## config.mk

```make
export PLATFORM = sky130hd
export DESIGN_NAME = cnr_div
export DESIGN_NICKNAME = d
export VERILOG_FILES = /design/src/design/cnr_pkg.sv /design/src/design/cnr_div.sv
export SDC_FILE = /design/constraint.sdc
export NUM_CORES = 1
export LEC_CHECK = 0
export BUFFER_PORTS_ARGS = -buffer_cell sky130_fd_sc_hd__buf_4
export CAP_MARGIN = 20
export CORE_ASPECT_RATIO = 1.25
export CORE_MARGIN = 4
export CORE_UTILIZATION = 56
export CTS_CLUSTER_DIAMETER = 200
export DETAILED_ROUTE_END_ITERATION = 7
export GPL_TIMING_DRIVEN = 0
export PLACE_DENSITY = 0.89
export SLEW_MARGIN = 20
export SYNTH_ARGS = -nofsm -noshare
export SYNTH_HDL_FRONTEND = slang
export SYNTH_SLANG_ARGS = --single-unit
```

## constraint.sdc

```tcl
create_clock -name clk -period 4.49 [get_ports clk]
set_clock_uncertainty 0.2 [all_clocks]
set_input_delay 0.2245 -clock clk [delete_from_list [all_inputs] [get_ports clk]]
set_output_delay 0.2245 -clock clk [all_outputs]
set_load 0.005 [all_outputs]
```

## src/design/cnr_pkg.sv

```systemverilog
// Shared types and constants of the circle nonpenetration resolver.
`timescale 1ns / 1ps
package cnr_pkg;
    localparam int ENTRIES = 64;
    localparam int IDX_W = (ENTRIES > 1) ? $clog2(ENTRIES) : 1;
    localparam int D2_W = 51;
    localparam int ROOT_W = 26;
    localparam int SQ_STEPS = 26;
    localparam int DIV_STEPS = 26;
    localparam int NUM_W = 51;
    localparam int CNT_MAX = 127;

    typedef struct packed {
        logic              elig;
        logic [23:0]       r;
        logic signed [31:0] y;
        logic signed [31:0] x;
    } circle_t;

    localparam int CIRCLE_W = $bits(circle_t);
endpackage

```

## src/design/cnr_div.sv

```systemverilog
// Iterative restoring divider, one quotient bit per cycle.
`timescale 1ns / 1ps
module cnr_div (
    input  logic                          clk,
    input  logic                          rst_n,
    input  logic                          start,
    input  logic [cnr_pkg::NUM_W-1:0]     num,
    input  logic [cnr_pkg::ROOT_W-1:0]    den,
    output logic                          done,
    output logic [cnr_pkg::DIV_STEPS-1:0] quot
);
    import cnr_pkg::*;

    logic [ROOT_W-1:0]    rem_reg, den_reg;
    logic [DIV_STEPS-1:0] lo_reg, q_reg;
    logic [ROOT_W:0]      sh, diff;
    logic                 bit_q;
    logic [4:0]           cnt_reg;
    logic                 busy_reg, done_reg;

    always_comb
    begin
        sh = {rem_reg, lo_reg[DIV_STEPS-1]};
        diff = sh - {1'b0, den_reg};
        bit_q = (sh >= {1'b0, den_reg});
    end

    always_ff @(posedge clk or negedge rst_n)
    begin
        if (!rst_n)
        begin
            busy_reg <= 1'b0;
            done_reg <= 1'b0;
            cnt_reg <= '0;
        end
        else
        begin
            done_reg <= 1'b0;
            if (start)
            begin
                busy_reg <= 1'b1;
                cnt_reg <= '0;
            end
            else if (busy_reg)
            begin
                cnt_reg <= cnt_reg + 5'd1;
                if (cnt_reg == 5'(DIV_STEPS - 1))
                begin
                    busy_reg <= 1'b0;
                    done_reg <= 1'b1;
                end
            end
        end
    end

    always_ff @(posedge clk)
    begin
        if (start)
        begin
            rem_reg <= ROOT_W'(num[NUM_W-1:DIV_STEPS]);
            lo_reg <= num[DIV_STEPS-1:0];
            den_reg <= den;
            q_reg <= '0;
        end
        else if (busy_reg)
        begin
            rem_reg <= bit_q ? diff[ROOT_W-1:0] : sh[ROOT_W-1:0];
            lo_reg <= {lo_reg[DIV_STEPS-2:0], 1'b0};
            q_reg <= {q_reg[DIV_STEPS-2:0], bit_q};
        end
    end

    assign done = done_reg;
    assign quot = q_reg;
endmodule

```

==> results_dict.tcl <==
set metrics [dict create \
    fin_crit_ns 3.64 \
    drv_cap 0 \
    dpl.hpwl_um 9920 \
    p_per_area_nw_per_um2 528 \
    drc 0 \
    grt_overflow 0 \
    synth-simple-area-share_pct 9.26 \
    cp.required_ns 4.41 \
    fillCellCount 592 \
    crit_chain "ha_1 -> a21o_1 -> or3_4 -> o21ai_4 -> o31a_1 -> o311ai_1 -> a2111oi_4 -> mux2_2 -> mux2_2" \
    numCtsBuffers 9 \
    grt_max_degree 52 \
    antenna_left 0 \
    ys_ff_latch 111 \
    worst_path_max_delay_cell "a2111oi_4" \
    slew_viol_final 0 \
    avgSynthCellArea_sq_um 11.3 \
    area_growth_pct 33.8 \
    globalplace.congestion 0.960 \
    cts_max_path_buffers 2 \
    reg2reg_slack_ns 0.85 \
    clock_sinks 111 \
    drive_gt1_share_pct 25.3 \
    crit_path_max_incr_delay_ns 0.71 \
    multi_input_area_sq_um 2660 \
    viasPerCell 5.84 \
    cts.reportedPaths.clkPinSlew_ns 0.08 \
    num_vias 4961 \
    synth_top_family_by_area "multiplexers" \
    worstRegToRegCells 9 \
    post-route-period-util_pct 81.1 \
    synthAdderAreaFrac_pct 6.24 \
    final_net_count 824 \
    final_cell_mix "107 x buf_4, 77 x edfxtp_1, 75 x dlygate4sd3_1" \
    first_pass_iters 5 \
    async_flop_share_pct 6.31 \
    rsz0062_at_grt "no" \
    synth_compound_area_share_pct 12.8 \
    ys.warnings.count 0 \
    seq_area_sq_um 3030 \
    peakVddDrop_mv 0.264 \
    outcome "complete, no violations" \
    pin_count 107 \
    p_leak_nw 3.57 \
    r2r_end "rem_reg[23]" \
    synth-main-ff-cell "edfxtp_1" \
    cpMostUsedCell "mux2_2" \
    antenna_found_initial 0 \
    synth_cell_types 59 \
    tritoncts "done" \
    ys_top_cells_by_area "edfxtp_1 39%, dfxtp_1 9.1%, mux2_2 8.9%, ha_1 5.9%, mux2i_1 4.2%" \
    worst_pin_slew_ns 0.726 \
    hold_path_class "input port to async pin" \
    syn_inst 523 \
    critical_path_class "flop to flop" \
    finalPower_mw 4.19 \
    clock_latency_ns 0.37 \
    synth.top_cell.area_share_pct 39.0 \
    antennaDiodeCount 0 \
    core_area_sq_um 10200 \
    grt_use_total_pct 27.8 \
    finalSetupViolCount 0 \
    grt_pass1_wl_um 26500 \
    netlist_area_sq_um 5930 \
    synth-edff-count 77 \
    first_global_vias 5322 \
    post_cts_buffers 0 \
    initial_core_util_pct 58.1 \
    critPathMaxFanout 9 \
    synthXorXnorAreaFrac_pct 3.39 \
    mostFrequentLayoutCell "buf_4" \
    drt_iter0_markers 323 \
    die_w_um 100 \
    io_buffer_count 106 \
    yosysSeqAreaShare_pct 51.0 \
    synth_area_leader_cell "edfxtp_1" \
    fin_util_pct 77.8 \
    h-tree-depth 3 \
    rows 41 \
    slew_headroom_pct 51.6 \
    fin_tns_setup_ns 0 \
    root_buffer "clkbuf_16" \
    regToRegStartpoint "rem_reg[5]" \
    yosys-mux-area-fraction_pct 13.1 \
    finalHoldViolations 0 \
    cp-start-kind "flop" \
    die_h_um 123 \
    arrival_ns 3.56 \
    routedWlPerCell_um 19.8 \
    cp-end-kind "flop" \
    syn_nets 632 \
    fmax_mhz 275 \
    fin_hold_ws_ns 0.0166 \
    drt_wl_total_um 16800 \
    fp.dieArea_sq_um 12300 \
]
==> final cells by class <==
class,count,share of cell area (%)
Sequential cell,111,38.1
Clock buffer,9,2.84
Multi-Input combinational cell,355,33.5
Clock inverter,7,0.882
Tap cell,129,2.03
Inverter,35,1.65
Buffer,22,1.48
Timing Repair Buffer,181,19.5
==> critical path: cells and delay by family (launching register included) <==
kind                       cells  cell delay (ns)
AOI/OAI and AO/OA              5             1.40
adders and majority gates      1             0.37
DFF                            1             0.41
muxes                          2             0.68
and+or+nand+nor                1             0.34
==> power by group <==
| group | switching [mW] | internal, mW | leakage, nW |
|---|---|---|---|
| Clock | 0.437 | 0.391 | 0.140 |
| Combinational | 1.04 | 0.900 | 2.33 |
| Sequential | 0.111 | 1.32 | 1.11 |
| Total | 1.58 | 2.61 | 3.57 |
==> through the flow <==
step                area [sq um]  setup WS (ns)  instances
floorplan                   5930           1.12        523
global placement            6890          0.950        758
detailed placement          6890          0.866        758
CTS                         7940          0.821        849
global route                7940          0.714        849
finish                      7940          0.849        849
==> layer usage <==
layer	global-route usage [%]	routed length, um	vias up
li1	-	-	2283
met1	30.3	6080	2361
met2	50.1	8740	252
met3	6.72	1220	65
met4	13.8	756	0
met5	0	0	-
==> cells by family after synthesis <==
family	Yosys count
buffers and inverters	57
AO/OA/AOI/OAI	113
AND/OR/NAND/NOR	118
adder cells (fa/ha/maj)	29
XOR/XNOR	23
multiplexers	72
flip-flops	111
==> worst max-delay path by stage <==
stage,startpoint,to
after global placement,rem_reg[5],rem_reg[23]
after global routing,rem_reg[5],rem_reg[23]
after detailed placement,rem_reg[5],rem_reg[23]
final,rem_reg[5],rem_reg[23]
after CTS,rem_reg[5],rem_reg[23]
after floorplan,rem_reg[5],rem_reg[23]
==> synth_stat cells, types with 4 or more instances <==
cell and number:
nand2_1 28, or3_1 4, buf_6 4, clkbuf_1 11, nor2_1 51, a211oi_1 7, o21ai_1 6, edfxtp_1 77
dfrtp_1 7, mux2i_1 25, xor2_1 12, ha_1 28, a21oi_1 23, nand4_1 6, mux2_2 47, o21ai_0 29
o21a_1 4, xnor2_1 11, nor2b_1 4, dfxtp_1 27, inv_1 35, nand2b_1 5, a21o_1 16, buf_1 5
==> timing repair <==
| item | CTS | global route |
|---|---|---|
| resized for setup | 0 | 0 |
| hold endpoints to repair | 81 | 0 |
| hold buffers | 75 | 0 |
Power figures use the tool's default switching activity.
