**src/design/cnr_pkg.sv**
```systemverilog
// Shared types and constants of the circle nonpenetration resolver.
`timescale 1ns / 1ps
package cnr_pkg;
    localparam int ENTRIES = 64;
    localparam int IDX_W = (ENTRIES > 1) ? $clog2(ENTRIES) : 1;
    localparam int D2_W = 51;
    localparam int ROOT_W = 26;
    localparam int SQ_STEPS = 26;
    localparam int DIV_STEPS = 26;
    localparam int NUM_W = 51;
    localparam int CNT_MAX = 127;

    typedef struct packed {
        logic              elig;
        logic [23:0]       r;
        logic signed [31:0] y;
        logic signed [31:0] x;
    } circle_t;

    localparam int CIRCLE_W = $bits(circle_t);
endpackage

```
**src/design/cnr_sqrt.sv**
```systemverilog
// Iterative integer square root, two radicand bits per cycle, with remainder.
`timescale 1ns / 1ps
module cnr_sqrt (
    input  logic                       clk,
    input  logic                       rst_n,
    input  logic                       start,
    input  logic [cnr_pkg::D2_W-1:0]   radicand,
    output logic                       done,
    output logic [cnr_pkg::ROOT_W-1:0] root,
    output logic [cnr_pkg::ROOT_W:0]   rem
);
    import cnr_pkg::*;

    logic [2*SQ_STEPS-1:0] op_reg;
    logic [ROOT_W+2:0]     rem_reg, rem_next, rem_sh, trial;
    logic [ROOT_W-1:0]     root_reg, root_next;
    logic [4:0]            cnt_reg;
    logic                  busy_reg, done_reg;

    always_comb
    begin
        rem_sh = {rem_reg[ROOT_W:0], op_reg[2*SQ_STEPS-1 -: 2]};
        trial = {1'b0, root_reg, 2'b01};
        if (rem_sh >= trial)
        begin
            rem_next = rem_sh - trial;
            root_next = {root_reg[ROOT_W-2:0], 1'b1};
        end
        else
        begin
            rem_next = rem_sh;
            root_next = {root_reg[ROOT_W-2:0], 1'b0};
        end
    end

    always_ff @(posedge clk or negedge rst_n)
    begin
        if (!rst_n)
        begin
            busy_reg <= 1'b0;
            done_reg <= 1'b0;
            cnt_reg <= '0;
        end
        else
        begin
            done_reg <= 1'b0;
            if (start)
            begin
                busy_reg <= 1'b1;
                cnt_reg <= '0;
            end
            else if (busy_reg)
            begin
                cnt_reg <= cnt_reg + 5'd1;
                if (cnt_reg == 5'(SQ_STEPS - 1))
                begin
                    busy_reg <= 1'b0;
                    done_reg <= 1'b1;
                end
            end
        end
    end

    always_ff @(posedge clk)
    begin
        if (start)
        begin
            op_reg <= (2*SQ_STEPS)'(radicand);
            rem_reg <= '0;
            root_reg <= '0;
        end
        else if (busy_reg)
        begin
            op_reg <= {op_reg[2*SQ_STEPS-3:0], 2'b00};
            rem_reg <= rem_next;
            root_reg <= root_next;
        end
    end

    assign done = done_reg;
    assign root = root_reg;
    assign rem = rem_reg[ROOT_W:0];
endmodule

```
**config.mk**
```make
export PLATFORM = sky130hd
export DESIGN_NAME = cnr_sqrt
export DESIGN_NICKNAME = d
export VERILOG_FILES = /design/src/design/cnr_pkg.sv /design/src/design/cnr_sqrt.sv
export SDC_FILE = /design/constraint.sdc
export NUM_CORES = 1
export LEC_CHECK = 0
export BUFFER_PORTS_ARGS = -buffer_cell sky130_fd_sc_hd__buf_2
export CAP_MARGIN = 40
export CORE_MARGIN = 1.5
export CORE_UTILIZATION = 45
export DETAILED_ROUTE_END_ITERATION = 6
export PLACE_DENSITY = 0.78
export SYNTH_ARGS = -nofsm -noshare
export SYNTH_HDL_FRONTEND = slang
export SYNTH_SLANG_ARGS = --single-unit
```
**constraint.sdc**
```tcl
create_clock -name clk -period 2.91 [get_ports clk]
set_input_delay 0.582 -clock clk [delete_from_list [all_inputs] [get_ports clk]]
set_output_delay 0.582 -clock clk [all_outputs]
set_load 0.01 [all_outputs]
```
==> results of run 1 <==
[power by group through the flow]
stage	Sequential (µW)	Combinational [µW]	Clock, µW
final	2070	4250	1230
after CTS	2070	4070	1270
after global routing	2100	4630	1330
after floorplan	2110	2820	0
after detailed placement	2100	4050	0
after global placement	2090	4010	0
[through the flow]
step	power [µW]	std cells	hold WS (ps)	cell area (µm²)
after floorplan	4930	659	286	6570
after global placement	6100	919	421	7290
after CTS	7410	936	28.3	7600
final	7550	939	36.6	7650
after global routing	8060	939	30.7	7650
after detailed placement	6140	920	422	7310
[worst max-delay path, delay by kind of cell, from the launching register on]
kind	cells	cell delay [ps]
compound gates	5	1490
fa+ha+maj	1	270
buf+inv	2	250
flops	1	370
simple gates	2	410
[area by class of cell]
class	count	area, µm²	area share (%)
clock buffers	9	225	2.94
clock inverters	7	66.3	0.867
inverters	43	161	2.11
multi-input cells	442	3300	43.1
flip-flops and latches	112	2790	36.5
well taps	180	225	2.94
repair buffers	146	885	11.6
[repair_timing]
item / CTS / global route
hold endpoints to repair: 0 / 0
setup endpoints to repair: 0 / 19
hold buffers: 0 / 0
gates resized for setup: 0 / 7
setup buffers: 0 / 3
[per-layer routing]
layer	global-route usage (%)	up-vias	share of wire, %
met5	0	-	0
met4	5.75	0	1.6
met1	27.5	2486	46
li1	-	2581	-
met3	5.31	29	6.0
met2	32.2	168	47
[worst min-delay path by stage]
stage	endpoint	startpoint	depth (start not counted)	slack (ps)
2_1_floorplan	busy_reg$_DFF_PN0_	rst_n	0	290
6_report	cnt_reg[4]$_DFFE_PN0P_	rst_n	1	40
4_1_cts	done$_DFF_PN0_	rst_n	1	30
5_1_grt	cnt_reg[4]$_DFFE_PN0P_	rst_n	1	30
3_5_place_dp	done$_DFF_PN0_	rst_n	1	420
3_3_place_gp	done$_DFF_PN0_	rst_n	1	420
[cell usage after synthesis, types with 3 or more instances]
library cell	count
edfxtp_1	51
nand3_1	22
nand2b_1	3
and2_1	3
ha_1	30
nand4_1	9
mux2_2	50
a21o_1	6
nor3_1	9
o21bai_1	5
buf_1	3
buf_6	3
a311oi_1	12
clkbuf_1	25
o211ai_1	9
a31oi_1	8
a211o_1	3
a21oi_1	23
mux2i_1	26
xor2_1	8
a221o_1	3
o21a_1	6
dfrtp_1	7
a21boi_0	3
o31ai_1	6
inv_1	43
o32ai_1	3
nor4_1	4
o21ai_0	19
a211oi_1	5
o2bb2ai_1	3
buf_4	26
nor2_1	69
a32oi_1	3
a41oi_1	3
xnor2_1	13
nand2_1	29
buf_2	5
dfxtp_1	54
o21ai_1	6
[cells by family (layout without fill, tap and decap cells)]
| logic type | count (synthesis) | count (layout) | share of synthesized area, % |
|---|---|---|---|
| AO/OA/AOI/OAI | 148 | 148 | 16.8 |
| XOR/XNOR | 21 | 21 | 2.80 |
| adder cells (fa/ha/maj) | 30 | 30 | 5.71 |
| buffers and inverters | 105 | 205 | 7.92 |
| flip-flops | 112 | 112 | 42.4 |
| multiplexers | 76 | 76 | 12.5 |
| AND/OR/NAND/NOR | 167 | 167 | 11.9 |
==> out/results.tsv, run 1 <==
stage	metric	value	unit
timing	fin crit share	99.2	%
final_layout	synth-to-layout area growth	16.4	%
routing	vias per cell	5.61	
timing	Slew Viols, Final	0	
floorplanning	initial core utilization	46.8	%
grt	initial antenna violation count	0	
floorplanning	Core ar.	14000	µm²
logic_synthesis	area leader, netlist	edfxtp_1	
logic_synthesis	Area contributors post-synth	edfxtp_1 (23%), dfxtp_1 (16%), mux2_2 (8.6%), ha_1 (5.7%), mux2i_1 (4.0%)	
worst_setup_path	crit path cell chain	inv_1 -> ha_1 -> or2_1 -> o32a_1 -> o2111a_2 -> o21a_4 -> o21bai_4 -> buf_12 -> nand3_1 -> a311oi_2	
logic_synthesis	Syn Nets	743	
routing	Routed WL	15.3	mm
worst_setup_path	Startpoint Class	flop	
worst_setup_path	CP Capture Point	rem_reg[17]$_SDFFE_PP0P_	
floorplanning	Die X	124	µm
logic_synthesis	FFs w/ async S/R, synth	6.25	%
worst_setup_path	worst path arrival time	3150	ps
clock_tree	H-tree levels	3	
worst_setup_path	WP data required	3170	ps
timing	actual slew at the worst max-slew pin	647	ps
timing	Rel. slew slack	56.9	%
final_layout	share of cells above drive strength 1	30.8	%
power	worst vdd ir	568	µV
routing	Routed Antenna Nets	0	
clock_tree	Sink Count	112	
floorplanning	Die Height	124	µm
power	Sequential Power Share	27.4	%
clock_tree	Worst-path clk slew	80	ps
routing	Via Count	5264	
worst_setup_path	Worst Setup End Kind	flop	
clock_tree	CTS Buf Count	9	
logic_synthesis	Synth Instances	659	
worst_setup_path	slowest CP cell	dfxtp_1	
worst_setup_path	Setup crit start	root[2]$_SDFFE_PP0P_	
floorplanning	FP Rows	43	
worst_setup_path	crit path kind	reg2reg	
routing	DR iter-0 viols	423	
final_layout	max FFs per register	52	
timing	Hold Vio Cnt, Final	0	
timing	Setup Skew	7.37	ps
run_status	status	finished clean	
final_layout	commonest non-fill, non-tap cell in the layout	buf_2	
final_layout	fin nets	838	
logic_synthesis	Synth top area share	23.3	%
grt	first-pass GRT wire length	24.2	mm
routing	# DRC	0	
final_layout	Finished Core Util	54.5	%
power	internal power	4420	µW
placed_design	pre-CTS setup slack	137	ps
floorplanning	Ports	108	
power	Comb pwr share	56.3	%
logic_synthesis	Synth cell types	74	
grt	vias in the first global route	4872	
worst_setup_path	Reg-to-Reg Start	root[2]$_SDFFE_PP0P_	
logic_synthesis	syn avg cell area	9.97	µm²
logic_synthesis	Synth Cell Area	6570	µm²
power	sw power	3130	µW
placed_design	dpl hpwl	11.1	mm
final_layout	n_diodes	0	
power	Power per Cell Area	987	nW/µm²
worst_setup_path	worst reg2reg endpoint	rem_reg[17]$_SDFFE_PP0P_	
final_layout	most frequent cells in the layout	buf_2 (106), nor2_1 (69), dfxtp_1 (53), edfxtp_1 (51), mux2_2 (50)	
placed_design	port bufs	107	
timing	f_max	0.346	GHz
grt	Total GRT Usage	20.3	%
power	fraction of power spent switching nets	41.4	%
worst_setup_path	CP peak stage delay	370	ps
grt	pin count of the biggest net entering global routing	78	
grt	GRT Residual Overflow	0	
routing	router iterations before antenna repair	5	
timing	final setup margin	22.2	ps
timing	setup_tns	0	ps
worst_setup_path	critical path peak fanout	14	
worst_setup_path	worst reg-to-reg setup slack	20	ps
placed_design	GPL Wtd Cong	0.910	
power	leakage	0.00339	µW
logic_synthesis	Synth warnings	0	
floorplanning	DIE AREA	15300	µm²
timing	Final min period	2890	ps
power	Clock Power Share	16.3	%
routing	Avg WL per Cell	16.3	µm
worst_setup_path	R2R cell count	10	
logic_synthesis	EDFF count, synth	51	
logic_synthesis	sequential area share after synthesis	42.4	%
clock_tree	clk root buf	clkbuf_16	
clock_tree	Clk Latency, worst-skew pair	360	ps
clock_tree	CTS tree	done	
logic_synthesis	#FFs+latches synth	112	
clock_tree	Max clock buf depth	2	
timing	# setup viols final	0	
run	Max Cap Violations	0	
min_path	min-delay worst type	in2async	
logic_synthesis	top_reg_cell synth	dfxtp_1	
final_layout	fill count	1254	
No activity file was read; power rests on OpenSTA's default activity.
==> inputs of run 2 (changes only) <==
--- a/config.mk
+++ b/config.mk
@@ -5,6 +5,7 @@
 export SDC_FILE = /design/constraint.sdc
 export NUM_CORES = 1
 export LEC_CHECK = 0
+export ABC_AREA = 1
 export BUFFER_PORTS_ARGS = -buffer_cell sky130_fd_sc_hd__buf_2
 export CAP_MARGIN = 40
 export CORE_MARGIN = 1.5
==> constraint.sdc (replaced) <==
create_clock -name clk -period 3.6 [get_ports clk]
set_input_delay 0.72 -clock clk [delete_from_list [all_inputs] [get_ports clk]]
set_output_delay 0.72 -clock clk [all_outputs]
set_load 0.01 [all_outputs]
==> run 2 against run 1 <==
Against the previous run:
- critical path depth increased by 4
- synthesized cell count rose by 43%
- final area down 2.0%
- global-route usage increased by 0.96 points
- first-iteration DRC count down 27%
- non-clock buffer count fell by 30
- combinational power down 23%
- clock power shrank 17%
- largest power group unchanged
==> out/results.tsv, run 2 <==
stage	metric	value	unit
run_status	status	finished clean	
logic_synthesis	Syn Nets	1028	
worst_setup_path	crit path cell chain	inv_1 -> ha_1 -> o21ai_2 -> nand2_2 -> nand2_1 -> nand2_1 -> nand2_1 -> nand2_2 -> nand2_1 -> nand3_2 -> nand2_1 -> o21ai_0 -> nand2_1 -> nand2_1	
placed_design	dpl hpwl	12.3	mm
final_layout	fin cells	1206	
logic_synthesis	commonest cells in the netlist	nand2_1 (408), inv_1 (119), dfxtp_1 (54)	
floorplanning	FP Rows	44	
min_path	min-delay worst type	in2async	
placed_design	placed cell count	1190	
logic_synthesis	Area contributors post-synth	edfxtp_1 (23%), nand2_1 (23%), dfxtp_1 (16%), inv_1 (6.7%), ha_1 (5.6%)	
clock_tree	Worst-path clk slew	70	ps
run	Max Cap Violations	0	
clock_tree	Setup Fix Bufs, Post-CTS	0	
routing	Via Count	5974	
timing	fin crit share	81.0	%
worst_setup_path	Worst Setup End Kind	flop	
timing	final setup margin	683	ps
worst_setup_path	Startpoint Class	flop	
placed_design	pre-CTS setup slack	737	ps
timing	setup_tns	0	ps
floorplanning	Die X	125	µm
clock_tree	CTS tree	done	
routing	Met2 Wirelength	7.70	mm
final_layout	Finished Cell Area	7500	µm²
floorplanning	DIE AREA	15600	µm²
clock_tree	Clk Latency, worst-skew pair	360	ps
logic_synthesis	#FFs+latches synth	112	
routing	Top Metal Used	met4	
grt	Total GRT Usage	21.3	%
timing	Setup Skew	11.9	ps
clock_tree	CTS Buf Count	9	
final_layout	commonest non-fill, non-tap cell in the layout	nand2_1	
logic_synthesis	Synth top area share	23.0	%
worst_setup_path	CP peak stage delay	420	ps
clock_tree	clk root buf	clkbuf_16	
logic_synthesis	top_reg_cell synth	dfxtp_1	
timing	RSZ-0062 raised after global routing	no	
logic_synthesis	area leader, netlist	edfxtp_1	
routing	Routed Antenna Nets	0	
logic_synthesis	most frequent cell after synthesis	nand2_1	
routing	router iterations before antenna repair	6	
power	leakage	0.00401	µW
logic_synthesis	syn avg cell area	7.07	µm²
routing	# DRC	0	
timing	Rel. slew slack	44.9	%
clock_tree	PostCTS Resize Cnt	0	
floorplanning	initial core utilization	46.1	%
logic_synthesis	Synth warnings	0	
power	Power per Cell Area	794	nW/µm²
floorplanning	Core ar.	14500	µm²
timing	Final min period	2920	ps
final_layout	max FFs per register	52	
timing	Hold Vio Cnt, Final	0	
routing	DRT met1 WL	7.09	mm
floorplanning	Ports	108	
logic_synthesis	Synth Cell Area	6670	µm²
worst_setup_path	worst path arrival time	3170	ps
final_layout	fin nets	1101	
placed_design	placed cell areas	7190	µm²
timing	actual slew at the worst max-slew pin	825	ps
worst_setup_path	slowest CP cell	ha_1	
worst_setup_path	crit path kind	reg2reg	
worst_setup_path	CP most frequent cell	nand2_1	
logic_synthesis	sequential area share after synthesis	41.8	%
routing	Avg WL per Cell	13.3	µm
clock_tree	Sink Count	112	
power	worst vdd ir	318	µV
worst_setup_path	critical path peak fanout	17	
logic_synthesis	Synth cell types	36	
logic_synthesis	FFs w/ async S/R, synth	6.25	%
routing	DR WL met3	1.05	mm
routing	DR iter-0 viols	310	
placed_design	port bufs	107	
logic_synthesis	Synth Instances	944	
worst_setup_path	R2R cell count	14	
power	Tot Pwr	5950	µW
placed_design	GPL Wtd Cong	0.954	
grt	pin count of the biggest net entering global routing	47	
clock_tree	Max clock buf depth	2	
floorplanning	Die Height	125	µm
timing	f_max	0.343	GHz
timing	# setup viols final	0	
grt	initial antenna violation count	0	
final_layout	synth-to-layout area growth	12.4	%
grt	first-pass GRT wire length	27.2	mm
logic_synthesis	EDFF count, synth	51	
final_layout	most frequent cells in the layout	nand2_1 (408), inv_1 (118), buf_2 (107), dfxtp_1 (54), edfxtp_1 (51)	
grt	GRT Residual Overflow	0	
routing	vias per cell	4.95	
routing	Routed WL	16.1	mm
grt	vias in the first global route	5747	
clock_tree	H-tree levels	3	
clock_tree	Hold-fix buffers, CTS	0	
final_layout	n_diodes	0	
timing	Slew Viols, Final	0	
worst_setup_path	WP data required	3850	ps
final_layout	share of cells above drive strength 1	14.4	%
-- run 2: changes by cell type in the layout (fill, tap and decap cells not counted), sizes merged, moves of 14 or more --
cell / change
nand2: +382
inv: +77
mux2: -50
buf: -30
mux2i: -26
o22ai: +26
nor2: -21
nand3: +19
a311oi: -14
-- run 2: power by group --
part | total, µW | switching, µW | internal (µW)
logic | 3260 | 2130 | 1130
clock network | 1020 | 476 | 548
registers | 1670 | 150 | 1520
total | 5950 | 2750 | 3200
-- run 2: worst paths after layout --
check | from | to | slack [ps]
setup reg to reg | root[0]$_SDFFE_PP0P_ | rem_reg[20]$_SDFFE_PP0P_ | 680
hold reg to reg | op_reg[49]$_DFFE_PP_ | op_reg[51]$_SDFFE_PP0P_ | 450
min in group clk | op_reg[49]$_DFFE_PP_ | op_reg[51]$_SDFFE_PP0P_ | 450
max in group asynchronous | rst_n | cnt_reg[0]$_DFFE_PN0P_ | 3260
setup / recovery | root[0]$_SDFFE_PP0P_ | rem_reg[20]$_SDFFE_PP0P_ | 680
hold / removal | rst_n | done$_DFF_PN0_ | 180
-- run 2: layer usage --
metal,track usage (%),vias up
li1,-,3115
met1,26.4,2669
met2,36.5,172
met3,5.71,18
met4,5.88,0
met5,0,-
-- run 2: area by class of cell --
class	instances	area, µm²
clock inverters	7	76.3
clock buffers	9	225
well taps	184	230
fillers	1449	6980
repair buffers	116	616
inverters	124	465
flip-flops and latches	112	2790
multi-input cells	654	3100
-- run 2: critical path: cells and delay by family, from the launching register on --
family,cells,cell delay (ps)
AOI/OAI and AO/OA,2,250
DFF,1,330
and+or+nand+nor,10,1730
adders and majority gates,1,420
buffers and inverters,1,70
-- run 2: kinds of logic after synthesis --
kind of cell	count (synthesis)	share of synthesized area (%)
and+or+nand+nor	535	32.5
buffers and inverters	178	11.8
adders and majority gates	30	5.63
AOI/OAI and AO/OA	77	6.62
DFF	112	41.8
xor gates and xnor gates	12	1.58
-- run 2: stage by stage --
step / util [%] / hold WS, ps
finish: 51.8 / 184
global placement: 49.7 / 431
detailed placement: 49.7 / 441
CTS: 51.8 / 177
floorplan: - / 422
global route: 51.8 / 182
==> inputs of run 3 (changes only) <==
--- a/config.mk
+++ b/config.mk
@@ -11,7 +11,7 @@
 export CORE_MARGIN = 1.5
 export CORE_UTILIZATION = 45
 export DETAILED_ROUTE_END_ITERATION = 6
-export PLACE_DENSITY = 0.78
+export PLACE_DENSITY = 0.8
 export SYNTH_ARGS = -nofsm -noshare
 export SYNTH_HDL_FRONTEND = slang
 export SYNTH_SLANG_ARGS = --single-unit
==> constraint.sdc (replaced) <==
create_clock -name clk -period 2.65 [get_ports clk]
set_input_delay 0.53 -clock clk [delete_from_list [all_inputs] [get_ports clk]]
set_output_delay 0.53 -clock clk [all_outputs]
set_load 0.01 [all_outputs]
==> run 3 against run 2 <==
Against the previous run:
- utilization up 0.25 points
- critical endpoint is now rem_reg[8]$_SDFFE_PP0P_
- largest cell class unchanged
- combinational power rose by 38%
- critical path type unchanged
- clock power increased by 30%
- cell count is 0.50% higher
- via count grew 0.92%
==> out/results.tsv, run 3 (synthesis gave the netlist of run 2 again) <==
stage	metric	value	unit
clock_tree	Clk Latency, worst-skew pair	360	ps
timing	Final min period	2410	ps
worst_setup_path	worst path arrival time	2720	ps
timing	Slew Viols, Final	0	
timing	Setup Skew	12.2	ps
final_layout	fin nets	1107	
placed_design	GPL Wtd Cong	0.957	
floorplanning	Ports	108	
routing	Avg WL per Cell	13.5	µm
clock_tree	CTS Buf Count	9	
routing	# DRC	0	
power	leakage	0.00402	µW
worst_setup_path	Worst Setup End Kind	flop	
routing	Via Count	6029	
run_status	status	finished clean	
power	worst vdd ir	501	µV
final_layout	synth-to-layout area growth	12.9	%
worst_setup_path	Startpoint Class	flop	
clock_tree	H-tree levels	3	
grt	GRT Residual Overflow	0	
timing	actual slew at the worst max-slew pin	418	ps
routing	vias per cell	4.97	
final_layout	commonest non-fill, non-tap cell in the layout	nand2_1	
routing	Routed WL	16.4	mm
routing	Routed Antenna Nets	0	
clock_tree	clk root buf	clkbuf_16	
grt	initial antenna violation count	0	
clock_tree	PostCTS Resize Cnt	0	
clock_tree	Max clock buf depth	2	
final_layout	max FFs per register	52	
floorplanning	Die Height	125	µm
routing	router iterations before antenna repair	5	
grt	first-pass GRT wire length	27.5	mm
grt	pin count of the biggest net entering global routing	64	
power	Tot Pwr	8090	µW
floorplanning	Die X	125	µm
final_layout	Finished Cell Area	7530	µm²
placed_design	dpl hpwl	12.4	mm
run	Max Cap Violations	0	
grt	Total GRT Usage	21.7	%
final_layout	n_diodes	0	
floorplanning	initial core utilization	46.1	%
timing	# setup viols final	0	
floorplanning	DIE AREA	15600	µm²
floorplanning	Core ar.	14500	µm²
timing	Hold Vio Cnt, Final	0	
worst_setup_path	crit path kind	reg2reg	
timing	fin crit share	91.0	%
timing	Rel. slew slack	71.8	%
placed_design	placed cell areas	7230	µm²
power	Power per Cell Area	1070	nW/µm²
placed_design	port bufs	107	
final_layout	most frequent cells in the layout	nand2_1 (408), inv_1 (118), buf_2 (107), dfxtp_1 (54), edfxtp_1 (51)	
worst_setup_path	WP data required	2950	ps
floorplanning	FP Rows	44	
min_path	min-delay worst type	in2reg	
timing	f_max	0.415	GHz
clock_tree	Worst-path clk slew	80	ps
grt	vias in the first global route	5768	
final_layout	share of cells above drive strength 1	14.9	%
routing	DR iter-0 viols	424	
clock_tree	Sink Count	112	
clock_tree	Setup Fix Bufs, Post-CTS	0	
timing	RSZ-0062 raised after global routing	no	
clock_tree	CTS tree	done	
timing	setup_tns	0	ps
final_layout	Finished Core Util	52.0	%
worst_setup_path	critical path peak fanout	16	
run 3: worst paths after layout:
kind | start | endpoint | slack, ps | cells past startpoint
max in group asynchronous | rst_n | busy_reg$_DFF_PN0_ | 1980 | 2
max | root[20]$_SDFFE_PP0P_ | rem_reg[8]$_SDFFE_PP0P_ | 240 | 14
min in group asynchronous | rst_n | cnt_reg[0]$_DFFE_PN0P_ | 520 | 2
min reg2reg | op_reg[49]$_DFFE_PP_ | op_reg[51]$_SDFFE_PP0P_ | 460 | 2
min | radicand[1] | op_reg[1]$_SDFFCE_PN0P_ | 420 | 3
max reg2reg | root[20]$_SDFFE_PP0P_ | rem_reg[8]$_SDFFE_PP0P_ | 240 | 14
run 3: layout make-up:
| class | instances | area, µm² |
|---|---|---|
| Clock buffer | 9 | 225 |
| Clock inverter | 7 | 65.1 |
| Fill cell | 1425 | 6950 |
| Inverter | 124 | 465 |
| Multi-Input combinational cell | 654 | 3100 |
| Sequential cell | 112 | 2790 |
| Tap cell | 184 | 230 |
| Timing Repair Buffer | 122 | 663 |
run 3: where the power goes:
| group | internal [µW] | switching, µW | total (µW) | leakage, µW |
|---|---|---|---|---|
| registers | 2060 | 186 | 2250 | 0.00109 |
| logic | 1570 | 2940 | 4510 | 0.00279 |
| clock network | 657 | 674 | 1330 | 0.000137 |
run 3: worst max-delay path: stages, from the launching register on:
cell and delay, ps:
dfxtp_1 330, inv_1 70, ha_1 380, nand2_1 130, inv_1 60, nand2_1 100
inv_1 50, nand2_1 70, inv_1 40, a21oi_1 220, nand3_2 270, buf_4 280
o21ai_0 210, nand2_1 80, nand2_1 60
run 3: layer usage:
layer  wire [µm]  share of wire, %  GRT usage, %  vias to the layer above
li1            -                 -             -                     3115
met1        7390                45          28.0                     2712
met2        7670                47          36.1                      177
met3         969               5.9          5.15                       25
met4         327               2.0          6.96                        0
met5           0                 0             0                        -
run 3: stage by stage:
stage,hold slack (ps),instances,setup slack (ps)
2_1_floorplan,234,944,373
3_3_place_gp,370,1195,337
3_5_place_dp,370,1195,297
4_1_cts,413,1212,271
5_1_grt,428,1212,31.6
6_report,421,1212,238
run 3: repair_timing:
item                                    in CTS  in global routing
hold endpoints to repair                     7                  0
endpoints found under the setup margin       0                  0
hold buffers                                 1                  0
