==> src/design/cnr_ram.sv <==
// Generic single-write, single-read RAM with a registered read port.
`timescale 1ns / 1ps
module cnr_ram #(
    parameter int WIDTH = 8,
    parameter int DEPTH = 16
) (
    input  logic                                      clk,
    input  logic                                      we,
    input  logic [((DEPTH > 1) ? $clog2(DEPTH) : 1)-1:0] waddr,
    input  logic [WIDTH-1:0]                          wdata,
    input  logic                                      re,
    input  logic [((DEPTH > 1) ? $clog2(DEPTH) : 1)-1:0] raddr,
    output logic [WIDTH-1:0]                          rdata
);
    logic [WIDTH-1:0] mem [DEPTH];

    always_ff @(posedge clk)
    begin
        if (we)
        begin
            mem[waddr] <= wdata;
        end
        if (re)
        begin
            rdata <= mem[raddr];
        end
    end
endmodule

==> config.mk <==
export PLATFORM = sky130hd
export DESIGN_NAME = cnr_ram
export DESIGN_NICKNAME = d
export VERILOG_FILES = /design/src/design/cnr_ram.sv
export SDC_FILE = /design/constraint.sdc
export NUM_CORES = 1
export LEC_CHECK = 0
export BUFFER_PORTS_ARGS = -buffer_cell sky130_fd_sc_hd__buf_2
export CORE_MARGIN = 2
export CORE_UTILIZATION = 55
export DETAILED_ROUTE_END_ITERATION = 12
export HOLD_SLACK_MARGIN = 0.1
export PLACE_DENSITY = 0.81
export SLEW_MARGIN = 20
export SYNTH_ARGS = -nofsm -noshare
export SYNTH_HDL_FRONTEND = slang
export SYNTH_SLANG_ARGS = --single-unit
==> constraint.sdc <==
create_clock -name clk -period 3.1 [get_ports clk]
set_clock_uncertainty 0.15 [all_clocks]
set_input_delay 0.465 -clock clk [delete_from_list [all_inputs] [get_ports clk]]
set_output_delay 0.465 -clock clk [all_outputs]
set_load 0.01 [all_outputs]
==> results of run 1 <==
[cells in the mapped netlist]
master	n	area share, %
sky130_fd_sc_hd__and2b_1	1	0.14
sky130_fd_sc_hd__mux4_1	14	7.0
sky130_fd_sc_hd__nand3_1	1	0.096
sky130_fd_sc_hd__nand3b_1	2	0.29
sky130_fd_sc_hd__nor2b_1	1	0.12
sky130_fd_sc_hd__a22oi_1	16	2.3
sky130_fd_sc_hd__buf_6	3	0.65
sky130_fd_sc_hd__or3b_2	1	0.17
sky130_fd_sc_hd__mux4_2	18	7.8
sky130_fd_sc_hd__clkdlybuf4s25_2	3	0.57
sky130_fd_sc_hd__nor2_1	13	0.93
sky130_fd_sc_hd__buf_4	1	0.14
sky130_fd_sc_hd__nand2b_1	2	0.24
sky130_fd_sc_hd__nand2_1	9	0.65
sky130_fd_sc_hd__edfxtp_1	136	78
sky130_fd_sc_hd__nor3_1	4	0.38
sky130_fd_sc_hd__and2_1	1	0.12
sky130_fd_sc_hd__buf_2	3	0.29
[state kept, by name (all words and copies together), names as in the netlist]
register	count
mem	128
rdata	8
[cells in the final DEF (no fill, tap or decap)]
cell	netlist	final
sky130_fd_sc_hd__buf_12	0	1
sky130_fd_sc_hd__nand3b_1	2	2
sky130_fd_sc_hd__bufinv_16	0	2
sky130_fd_sc_hd__nor2b_1	1	1
sky130_fd_sc_hd__mux4_2	18	18
sky130_fd_sc_hd__mux4_1	14	14
sky130_fd_sc_hd__buf_4	1	8
sky130_fd_sc_hd__clkbuf_16	0	16
sky130_fd_sc_hd__nand3_1	1	1
sky130_fd_sc_hd__and2_1	1	1
sky130_fd_sc_hd__a22oi_1	16	16
sky130_fd_sc_hd__clkinv_4	0	1
sky130_fd_sc_hd__clkinvlp_4	0	4
sky130_fd_sc_hd__clkinv_2	0	1
sky130_fd_sc_hd__buf_2	3	26
sky130_fd_sc_hd__inv_6	0	7
sky130_fd_sc_hd__and2b_1	1	1
sky130_fd_sc_hd__nor3_1	4	4
sky130_fd_sc_hd__clkbuf_8	0	1
sky130_fd_sc_hd__or3b_2	1	1
sky130_fd_sc_hd__edfxtp_1	136	136
sky130_fd_sc_hd__nand2b_1	2	2
sky130_fd_sc_hd__nor2_1	13	13
sky130_fd_sc_hd__nand2_1	9	9
[how the worst min path moves through the flow]
| stage | endpoint | from |
|---|---|---|
| 3_5_place_dp | rdata[1] | mem[4][1] |
| 3_3_place_gp | rdata[1] | mem[4][1] |
| 5_1_grt | rdata[5] | re |
| 6_report | rdata[5] | re |
| 4_1_cts | rdata[5] | re |
| 2_1_floorplan | mem[0][0] | wdata[0] |
[logic make-up after synthesis]
logic type	Yosys count
compound gates	16
buf+inv	10
flops	136
mux	32
simple gates	35
[per-stage QoR]
step                util, %  cell area (um^2)
floorplan                 -              5230
global placement       59.7              5510
detailed placement     59.7              5510
CTS                    65.9              6090
global route           65.9              6090
finish                 65.9              6090
[power by group through the flow]
stage               sequential (W)  combinational, W  clock, W
finish                     0.00208          0.000186   0.00194
floorplan                  0.00212          0.000105         0
CTS                        0.00209          0.000187   0.00197
global placement           0.00212          0.000178         0
global route               0.00209          0.000201   0.00204
detailed placement         0.00212          0.000183         0
[per-layer routing]
metal | part of all wire (%) | wire length, um | track usage [%]
met1 | 41 | 4150 | 30.9
met2 | 50 | 5160 | 34.2
met3 | 7.5 | 769 | 5.73
met5 | 0 | 0 | 0
met4 | 1.7 | 172 | 9.04
[final cells by class]
type,count,area [um^2]
Tap cell,129,161
Clock buffer,17,414
Timing Repair Buffer,35,210
Clock inverter,15,165
Sequential cell,136,4080
Fill cell,552,3150
Multi-Input combinational cell,83,1060
==> results.txt, run 1 <==
* Status: finished clean
- Synthesized flop and latch total: 136
- Clock-pin slew was measured on the worst setup and hold paths at 0.06 ns.
* Die Area: 10300 um^2
- Distinct cells, synth: 18
* CP Class: in2reg
* Layout net count: 292
- Counting tap cells, the placed design contains a total of 383 instances.
- Post-CTS Hold Fix Bufs: 0
- Hold Crit Depth: 1
- Final hold analysis gives a worst-case slack of 0.172 ns.
- The hold violation count in the final report came to 0.
* Total power per unit cell area: 691 nW/um^2
- The number of buffers and inverters on the critical path is 2.
- Dividing the synthesized area by the synthesized cell count gives 22.8 um^2.
- After detailed routing, the average wire length per cell comes to 24.7 um.
- Type of the most critical hold path: in2reg
- For the final routed database, the setup TNS stands at 0 ns.
- The HPWL after detailed placement is 5840 um.
- In this run the critical register-to-register path is captured at rdata[5].
- Summing the areas of all compound-gate instances in the mapped netlist gives 2.30% of the synthesized area.
* Pint: 0.00331 W
* GRT overflow: 0
- Post-synthesis cell area: 5230 um^2
* Path depth of the worst reg2reg path: 3
- Static timing analysis puts the maximum clock frequency at 559 MHz.
- Slack of the worst reg-to-reg path: 1.40 ns
- Entering global routing, the biggest net connects 33 pins.
- Synth Area in Simple Gates: 3.14%
- Before antenna repair, the detailed router went through 5 iterations.
- Die outline height: 101 um
- Deepest level of the CTS H-tree: 4
- Fraction of the yosys area taken by sequential cells: 78.1%
- Of the total power, combinational logic draws 4.4%.
* Count of yosys warnings during synthesis: 0
- After Yosys synthesis, full adders, half adders and majority gates account for 0% of the synthesized area.
- Instance count of the mapped netlist: 229
- VDD sags by at most 414 uV.
- Reg2Reg Launch Point: mem[8][5]
* Multiplexer share of the synthesized area: 14.8%
- Worst-path fanout max: 27
* Final wirelength: 10200 um
* # Post-CTS Setup Buffers: 0
* Worst Setup Start Kind: input port
- For the worst-skew pair, the clock arrives at the later sink with an insertion delay of 0.52 ns.
- For the pin with the worst max-slew slack, the measured transition is 0.979 ns.
* Part of the cycle the worst path needs: 57.8%
- Minimum setup slack after placement: 0.770 ns
* Vias in the first global route: 2437
* Total design power: 0.00421 W
- After Yosys synthesis, XOR and XNOR cells account for 0% of the synthesized area.
- For this run, the total global-route usage over all layers was measured as 22.2%.
- Critical path endpoint category: flop
- The congestion estimate from routability-driven global placement came to 0.720.
- Antenna cells: 0
* Clk root buf: sky130_fd_sc_hd__clkbuf_8
- The number of nets handed over by synthesis was 248.
* Post-detailed-route via-to-cell ratio: 6.04
- Worst Setup SP: raddr[1]
- RSZ-0062 raised after global routing: no
- Kind of cell adding the most delay to the critical path: buffers and inverters
- Cell Rows: 35
- Total vias in the final route: 2508
- Once the floorplan was initialized, standard cells occupied 56.6% of the core.
- Leakage power figure: 2.03 nW
* CTS Buf Count: 17
* Required time of the worst setup path: 3.21 ns
* Antenna Violating Nets Remaining: 0
* Layout cells sized above 1: 30.1%
- The most critical setup path has its endpoint at rdata[1].
- Registers are responsible for 49.5% of the overall power.
- The max-slew violation count is 0.
- TritonCTS built the clock tree.
- The first global-routing pass estimated 15300 um of wire.
* CTS max path bufs: 2
- Compared with the post-synthesis result, the final layout area differs by 16.5%.
- Critical path data arrival time: 1.90 ns
- Port buffer count: 26
* Drt initial violations: 192
- Setup violations remaining at the end of the flow were counted as 0.
* Largest stage delay on the critical path: 0.53 ns
- The number of antenna violations at the first check in global routing was 0.
- Across the run, the number of max-cap violations was 0.
- Net Sw Power: 0.000904 W
* Worst max-slew margin expressed relative to the limit: 34.5%
- Final setup slack of the worst path: 1.31 ns
* Number of logic stages on the critical path including buffering: 5
* Proportion of total power due to net switching: 21.5%
- The finished layout holds 415 standard cells, fillers aside.
* Clock sink total: 136
* Width of the die: 101 um
- Share of total power in the clock network: 46.1%
* Remaining design rule violation count: 0
- Dominant combinational cell family by area after synthesis: multiplexers
* Fin crit period: 1.79 ns
- Num ports: 27
- Resized Gates After CTS: 0
- On the critical path, the stage with the largest delay is an instance of sky130_fd_sc_hd__buf_2.
- Core footprint: 9240 um^2
- Walking the worst path, the cells encountered are buf_2 -> buf_4 -> mux4_1 -> a22oi_1 -> nand2_1.
No activity file was read; power rests on OpenSTA's default activity.
==> run 2: changes to the inputs <==
--- a/config.mk
+++ b/config.mk
@@ -5,6 +5,7 @@
 export SDC_FILE = /design/constraint.sdc
 export NUM_CORES = 1
 export LEC_CHECK = 0
+export ABC_AREA = 1
 export BUFFER_PORTS_ARGS = -buffer_cell sky130_fd_sc_hd__buf_2
 export CORE_MARGIN = 2
 export CORE_UTILIZATION = 55
==> constraint.sdc (replaced) <==
create_clock -name clk -period 1.9 [get_ports clk]
set_clock_uncertainty 0.15 [all_clocks]
set_input_delay 0.285 -clock clk [delete_from_list [all_inputs] [get_ports clk]]
set_output_delay 0.285 -clock clk [all_outputs]
set_load 0.01 [all_outputs]
==> results.txt, run 2 <==
- Status: finished clean (unchanged).
- The fraction of power consumed by the clock network was 46.8% (was 46.1%).
* Routed wl met2: 6420 um (was 5160 um)
- The max-slew headroom at the worst pin was 57.3% (was 34.5%).
* Remaining design rule violation count: 0 (unchanged)
* Top flop regs: mem: 128 flops, rdata: 8 flops (unchanged)
* Path depth of the worst reg2reg path: 6 (was 3)
- The fraction of final layout cells sized beyond drive strength 1 is 13.1% (was 30.1%).
* Fraction of the yosys area taken by sequential cells: 69.8% (was 78.1%)
- Worst-path fanout max: 1 (was 27)
- The floorplan row count came to 37 (was 35).
* Resized Gates After CTS: 0 (unchanged)
- After layout, the minimum clock period comes to 1.54 ns.
* Terminus of the critical flop-to-flop path: rdata[7] (was rdata[5])
* Met1 Routed Length: 5480 um (was 4150 um)
- The most common cell after layout, fill and taps aside was sky130_fd_sc_hd__nand2_1 (was sky130_fd_sc_hd__edfxtp_1).
* Setup TNS after final layout: 0 ns (unchanged)
- RSZ-0062 raised after global routing: no (unchanged).
- Worst hold endpoint: mem[5][4] (was rdata[5])
* Deepest level of the CTS H-tree: 4 (unchanged)
- The count of inserted antenna diode cells came to 0 (unchanged).
- Mean post-synth cell area: 10.6 um^2 (was 22.8 um^2)
- The worst hold slack is 0.124 ns (was 0.172 ns).
- Parity-gate share of the synthesized area counting xor and xnor cells: 0% (unchanged)
- Area post-placement: 6170 um^2 (was 5510 um^2)
- First-pass detailed-route iteration total: 7 (was 5)
* Most frequently used cell type in the post-synthesis netlist: sky130_fd_sc_hd__nand2_1 (was sky130_fd_sc_hd__edfxtp_1)
* HP Start: waddr[2] (was re)
- The y dimension of the die is 107 um (was 101 um).
* Type of the most critical hold path: in2reg (unchanged)
* Met3 wire length: 1050 um (was 769 um)
- The sum of routed wire length over all layers is 13300 um (was 10200 um).
- The number of synthesized flops with an enable pin is 136 (unchanged).
- Leakage power figure: 2.98 nW (was 2.03 nW)
- The portion of total power attributed to combinational logic is 6.0% (was 4.4%).
- Vias in the first global route: 3859 (was 2437)
* Proportion of total power due to net switching: 21.7% (was 21.5%)
- Hold Crit Depth: 3 (was 1)
- Slack of the worst reg-to-reg path: 0.55 ns (was 1.40 ns)
- The mapped cell area came to 5850 um^2 (was 5230 um^2).
- Area share of fa/ha/maj cells after synthesis: 0% (unchanged)
* Distinct cells, synth: 11 (was 18)
- The count of nets left with antenna violations after detail routing came to 0 (unchanged).
* TritonCTS clock tree: built (unchanged)
* Peak VDD IR: 682 uV (was 414 uV)
- The number of buffers added on ports was 26 (unchanged).
* Post-synth top flop: sky130_fd_sc_hd__edfxtp_1 (unchanged)
- The leading area contributor after synthesis is sky130_fd_sc_hd__edfxtp_1 (unchanged).
* Aggregate global-route resource usage: 25.3% (was 22.2%)
- Layout net count: 623 (was 292)
- Worst Setup Start Kind: flop (was input port)
* Largest net degree at the start of global routing: 65 (was 33)
* Synthesized flop and latch total: 136 (unchanged)
* Largest stage delay on the critical path: 0.41 ns (was 0.53 ns)
* Count of yosys warnings during synthesis: 0 (unchanged)
- Critical path endpoint category: output pin (was flop)
- Core footprint: 10300 um^2 (was 9240 um^2)
- Biggest area contributors in the synthesized netlist: sky130_fd_sc_hd__edfxtp_1, sky130_fd_sc_hd__nand2_1, sky130_fd_sc_hd__nand3_1, sky130_fd_sc_hd__inv_1, sky130_fd_sc_hd__buf_6 (was sky130_fd_sc_hd__edfxtp_1, sky130_fd_sc_hd__mux4_2, sky130_fd_sc_hd__mux4_1, sky130_fd_sc_hd__a22oi_1, sky130_fd_sc_hd__nor2_1)
- The first-pass GRT wire length is 20700 um (was 15300 um).
- Timing would allow up to 649 MHz.
- The area fraction in and, or, nand and nor cells after synthesis was 20.8% (was 3.14%).
- Antenna violations before repair: 0 (unchanged)
* Effective utilization at floorplan: 56.6% (about the same)
- Most used cells in the layout excluding fill and tap cells: sky130_fd_sc_hd__nand2_1, sky130_fd_sc_hd__edfxtp_1, sky130_fd_sc_hd__inv_1 (was sky130_fd_sc_hd__edfxtp_1, sky130_fd_sc_hd__buf_2, sky130_fd_sc_hd__mux4_2).
- Highest metal layer used by the detailed router: met4 (unchanged)
- Wire length per cell after detailed routing: 17.7 um (was 24.7 um)
- The standard cell with the maximum stage delay on the critical path is sky130_fd_sc_hd__edfxtp_1 (was sky130_fd_sc_hd__buf_2).
- The fraction of synthesized cell area taken by the top area cell type came to 69.8% (was 78.1%).
* Required time of the worst setup path: 1.46 ns (was 3.21 ns)
- Final Setup Violations: 0 (unchanged)
- Net Sw Power: 0.00156 W (was 0.000904 W)
- CTS max path bufs: 2 (unchanged)
* Clock transition at the register clock pins on the worst setup and hold paths after CTS: 0.06 ns (about the same)
- Total vias in the final route: 4002 (was 2508)
- HPWL after detailed placement: 7880 um (was 5840 um)
* Number of endpoints with negative hold slack in the final report: 0 (unchanged)
- CP Class: reg2out (was in2reg)
* Register with the most flip-flops: mem (unchanged)
- Max Transition Viols Final: 0 (unchanged)
- # Post-CTS Setup Buffers: 0 (unchanged)
- Cell breakdown of the critical path: buf_2 (was buf_2 -> buf_4 -> mux4_1 -> a22oi_1 -> nand2_1)
- Number of buffers and inverters on the critical path: 1 (was 2)
* Reg2Reg Launch Point: mem[13][7] (was mem[8][5])
- The fraction of synthesized area in multiplexers came to 0% (was 14.8%).
- The number of max-capacitance violations reported is 0 (unchanged).
- Dividing the final minimum period by the clock period gives 81.0%.
- Share of async-settable or async-resettable flops after synthesis: 0% (unchanged)
* Syn_nets: 570 (was 248)
- Post-CTS Hold Fix Bufs: 10 (was 0)
* Post-detailed-route via-to-cell ratio: 5.31 (was 6.04)
* GRT overflow: 0 (unchanged)
- The combinational family with the most area after synthesis was simple AND/OR/NAND/NOR gates (was multiplexers).
- The total CTS buffers is 17 (unchanged).
- The CTS root buffer is sky130_fd_sc_hd__clkbuf_8 (unchanged).
* Drt initial violations: 328 (was 192)
* Final cell utilization of the core: 66.7% (was 65.9%)
- The arrival time at the worst endpoint came to 1.10 ns (was 1.90 ns).
* Width of the die: 107 um (was 101 um)
- The number of flip-flops under the largest register name was 128 (unchanged).
* Pint: 0.00565 W (was 0.00331 W)
- Instance count of the mapped netlist: 551 (was 229)
* Die Area: 11500 um^2 (was 10300 um^2)
* Flop pwr share: 47.2% (was 49.5%)
- The number of primary I/O pins came to 27 (unchanged).
* Skew-Pair Late Insertion Delay: 0.53 ns (was 0.52 ns)
- Total power per unit cell area: 1050 nW/um^2 (was 691 nW/um^2)
* Area Overhead vs Synth: 17.8% (was 16.5%)
- Post-layout instance area: 6890 um^2 (was 6090 um^2)
- Clock sink total: 136 (unchanged)
- The transition time of the tightest slew-check pin was 0.640 ns (was 0.979 ns).
* Area fraction in compound gates after synthesis: 0% (was 2.30%)
* Cell types with the highest counts after synthesis: sky130_fd_sc_hd__nand2_1, sky130_fd_sc_hd__edfxtp_1, sky130_fd_sc_hd__inv_1 (was sky130_fd_sc_hd__edfxtp_1, sky130_fd_sc_hd__mux4_2, sky130_fd_sc_hd__a22oi_1)
* Kind of cell adding the most delay to the critical path: flip-flops (was buffers and inverters)
- GPL Wtd Cong: 0.805 (was 0.720)
==> run 2: worst max-delay path by stage <==
stage / start / cells past startpoint / slack (ns) / endpoint
2_1_floorplan: waddr[2] / 2 / 0.51 / mem[10][0]
3_3_place_gp: raddr[1] / 6 / 0.14 / rdata[6]
3_5_place_dp: raddr[0] / 8 / 0.13 / rdata[1]
4_1_cts: rdata[2] / 1 / 0.36 / rdata[2]
5_1_grt: rdata[2] / 1 / 0.35 / rdata[2]
6_report: rdata[2] / 1 / 0.36 / rdata[2]
==> run 2: per-stage QoR <==
step,setup slack (ns),power [W],instances
3_3_place_gp,0.135,0.00386,711
5_1_grt,0.347,0.00743,753
3_5_place_dp,0.134,0.00387,711
2_1_floorplan,0.514,0.00370,551
4_1_cts,0.362,0.00724,753
6_report,0.360,0.00721,753
==> run 2: kinds of logic after synthesis <==
kind of cell | Yosys count
simple gates | 289
buf+inv | 126
flops | 136
==> run 2: layout make-up <==
type / instances / area, um^2
clock buffers: 17 / 414
clock inverters: 15 / 201
fillers: 771 / 3440
inverters: 102 / 383
multi-input cells: 289 / 1210
flip-flops and latches: 136 / 4080
well taps: 136 / 170
repair buffers: 58 / 420
==> run 2: per-layer routing <==
layer	GRT usage (%)	vias to the layer above
met5	0	-
met1	33.0	1883
met2	39.3	196
met4	12.2	0
met3	6.99	31
li1	-	1892
==> run 2: power groups by stage <==
stage	Sequential [W]	Clock (W)	Combinational, W
detailed placement	0.00346	0	0.000412
global placement	0.00346	0	0.000402
finish	0.00340	0.00337	0.000434
CTS	0.00340	0.00340	0.000435
floorplan	0.00347	0	0.000237
global route	0.00340	0.00355	0.000478
==> run 3: changes to the inputs <==
--- a/config.mk
+++ b/config.mk
@@ -5,13 +5,13 @@
 export SDC_FILE = /design/constraint.sdc
 export NUM_CORES = 1
 export LEC_CHECK = 0
-export ABC_AREA = 1
+export ABC_AREA = 0
 export BUFFER_PORTS_ARGS = -buffer_cell sky130_fd_sc_hd__buf_2
 export CORE_MARGIN = 2
-export CORE_UTILIZATION = 55
+export CORE_UTILIZATION = 54
 export DETAILED_ROUTE_END_ITERATION = 12
 export HOLD_SLACK_MARGIN = 0.1
-export PLACE_DENSITY = 0.81
+export PLACE_DENSITY = 0.82
 export SLEW_MARGIN = 20
 export SYNTH_ARGS = -nofsm -noshare
 export SYNTH_HDL_FRONTEND = slang
==> constraint.sdc (replaced) <==
create_clock -name clk -period 1.4 [get_ports clk]
set_clock_uncertainty 0.15 [all_clocks]
set_input_delay 0.21 -clock clk [delete_from_list [all_inputs] [get_ports clk]]
set_output_delay 0.21 -clock clk [all_outputs]
set_load 0.01 [all_outputs]
==> results.txt, run 3 (same netlist as run 1, synthesis figures left out) <==
- Required time of the worst setup path: 1.50 ns (was 1.46 ns)
* Net Sw Power: 0.00184 W (was 0.00156 W)
- Proportion of total power due to net switching: 19.3% (was 21.7%)
* Pint: 0.00770 W (was 0.00565 W)
* Total area of multi-input combinational cells: 1090 um^2 (was 1210 um^2)
- The final setup slack of the worst path is -0.145 ns (was 0.360 ns).
- Effective utilization at floorplan: 56.0% (was 56.6%)
* Wire length of the first global-routing pass: 15900 um (was 20700 um)
- Post-layout instance area: 6500 um^2 (was 6890 um^2)
- Area post-placement: 5770 um^2 (was 6170 um^2)
- The relative contribution of sequential cells to total power is 48.4% (was 47.2%).
- The number of buffers added on ports is 26 (unchanged).
- The number of setup buffers added after CTS was 0 (unchanged).
- The count of inserted antenna diode cells was 0 (unchanged).
- The largest register by flop count is mem (unchanged).
- Derived from the worst setup path, the maximum achievable clock frequency is 647 MHz.
* Worst Setup Start Kind: flop (unchanged)
- The top fanout value on the critical path came to 1 (unchanged).
* RSZ-0062 raised after global routing: yes (was no)
- The number of buffers and inverters on the critical path was 0 (was 1).
- The number of flip-flops under the largest register name came to 128 (unchanged).
- Top flop regs: mem: 128 flops, rdata: 8 flops (unchanged).
- CP Class: reg2reg (was reg2out)
* Final Setup Violations: 12 (was 0)
* Clock transition at the register clock pins on the worst setup and hold paths after CTS: 0.06 ns (about the same)
* Part of the cycle the worst path needs: 110%
* Drt initial violations: 219 (was 328)
- The CTS H-tree depth came to 4 (unchanged).
* Leakage power figure: 2.18 nW (was 2.98 nW)
- The cell family contributing the most delay on the critical path is multiplexers (was flip-flops).
- Most common cell after layout, fill and taps aside: sky130_fd_sc_hd__edfxtp_1 (was sky130_fd_sc_hd__nand2_1)
- Cell Rows: 35 (was 37)
- First-pass detailed-route iteration total: 4 (was 7)
- The fraction of final layout cells sized beyond drive strength 1 was 41.9% (was 13.1%).
- The checks that failed: negative setup slack.
- Number of endpoints with negative hold slack in the final report: 0 (unchanged)
- The clock net sink count came to 136 (unchanged).
- The arrival time at the worst endpoint is 1.65 ns (was 1.10 ns).
- Status: complete, but fails checks (was finished clean)
* Cell breakdown of the critical path: mux4_2 -> a22oi_2 -> nand2_1 (was buf_2)
* TritonCTS clock tree: built (unchanged)
* Logic gate share of total power: 5.5% (was 6.0%)
* Post-detailed-route via-to-cell ratio: 5.88 (was 5.31)
- The average detailed-routed wire length per instance came to 23.3 um (was 17.7 um).
* Total power per unit cell area: 1470 nW/um^2 (was 1050 nW/um^2)
- Largest net degree at the start of global routing: 17 (was 65)
- GRT overflow: 0 (unchanged)
* Vias in the first global route: 2737 (was 3859)
* Clk root buf: sky130_fd_sc_hd__clkbuf_8 (unchanged)
- Worst max-slew margin expressed relative to the limit: 40.3% (was 57.3%)
- Fin crit period: 1.54 ns
- The core box area was 9330 um^2 (was 10300 um^2).
* Type of the most critical hold path: in2reg (unchanged)
- Largest stage delay on the critical path: 0.49 ns (was 0.41 ns)
- CTS Buf Count: 17 (unchanged)
- The maximum vdd drop is 1270 uV (was 682 uV).
- The sum of routed wire length over all layers is 10300 um (was 13300 um).
- HPWL after detailed placement: 6080 um (was 7880 um)
- The max-slew violation count was 0 (unchanged).
- Die outline height: 102 um (was 107 um)
- Skew-Pair Late Insertion Delay: 0.51 ns (was 0.53 ns)
- GPL Wtd Cong: 0.773 (was 0.805)
- The maximum buffer depth of the clock tree came to 2 (unchanged).
- The remaining routing DRC violations is 0 (unchanged).
- Aggregate global-route resource usage: 22.2% (was 25.3%)
* Antenna violations before repair: 0 (unchanged)
* Register area: 4080 um^2 (unchanged)
- The layout overhead on the synthesized area came to 24.3% (was 17.8%).
* Layout net count: 323 (was 623)
* Setup TNS after final layout: -1.12 ns (was 0 ns)
- The critical path capture point type is a flop (was output pin).
- Width of the die: 102 um (was 107 um)
- Most used cells in the layout excluding fill and tap cells: sky130_fd_sc_hd__edfxtp_1, sky130_fd_sc_hd__mux4_2, sky130_fd_sc_hd__buf_2 (was sky130_fd_sc_hd__nand2_1, sky130_fd_sc_hd__edfxtp_1, sky130_fd_sc_hd__inv_1).
* Number of maximum-capacitance constraint violations: 0 (unchanged)
* Antenna Violating Nets Remaining: 0 (unchanged)
- The transition time of the tightest slew-check pin is 0.894 ns (was 0.640 ns).
- The via total after detailed routing came to 2612 (was 4002).
- The number of primary I/O pins was 27 (unchanged).
- The die area was 10500 um^2 (was 11500 um^2).
* Share of total power in the clock network: 46.1% (was 46.8%)
- The total of fill cells in the finished design was 528 (was 771).
- CP max-delay cell: sky130_fd_sc_hd__mux4_2 (was sky130_fd_sc_hd__edfxtp_1)
- The worst hold slack is 0.117 ns (was 0.124 ns).
- Total design power: 0.00954 W (was 0.00721 W)
[run 3: area by class of cell]
class / instances / share of cell area (%)
multi-input combinational: 83 / 16.8
sequential: 136 / 62.9
clock inverter: 10 / 2.37
clock buffer: 20 / 6.55
tap: 129 / 2.48
timing repair buffer: 66 / 8.94
[run 3: power by group through the flow]
| stage | clock [W] | combinational [W] | sequential, W |
|---|---|---|---|
| after global placement | 0 | 0.000464 | 0.00469 |
| after CTS | 0.00443 | 0.000515 | 0.00462 |
| after global routing | 0.00459 | 0.000564 | 0.00463 |
| final | 0.00440 | 0.000524 | 0.00462 |
| after detailed placement | 0 | 0.000477 | 0.00470 |
| after floorplan | 0 | 0.000257 | 0.00470 |
[run 3: path summary, 6_finish.rpt]
kind,from,to,slack (ns),cells after the start
min,waddr[0],mem[12][0],0.12,3
min reg2reg,mem[13][2],rdata[2],0.61,3
max reg2reg,mem[11][0],rdata[0],-0.14,3
max,mem[11][0],rdata[0],-0.14,3
[run 3: repair_timing]
action	4_1_cts	5_1_grt
pin swaps	1	2
hold buffers	10	0
hold endpoints to repair	144	0
resized for setup	5	6
setup endpoints to repair	13	15
[run 3: metrics by stage]
stage | instances | worst slack [ns] | utilization, %
2_1_floorplan | 229 | -0.160 | -
3_3_place_gp | 404 | -0.442 | 61.9
3_5_place_dp | 404 | -0.450 | 61.9
4_1_cts | 444 | -0.161 | 69.3
5_1_grt | 444 | -0.184 | 69.6
6_report | 444 | -0.145 | 69.6
[run 3: worst min-delay path, stage by stage]
cell,delay [ns]
sky130_fd_sc_hd__buf_2,0.14
sky130_fd_sc_hd__nor3_2,0.06
sky130_fd_sc_hd__buf_4,0.18
[run 3: routing by layer]
layer  vias up  share of wire, %  GRT usage, %
li1       1118                 -             -
met1      1358                41          30.9
met2       122                51          35.7
met3        14               6.5          5.40
met4         0               1.1          6.26
met5         -                 0             0
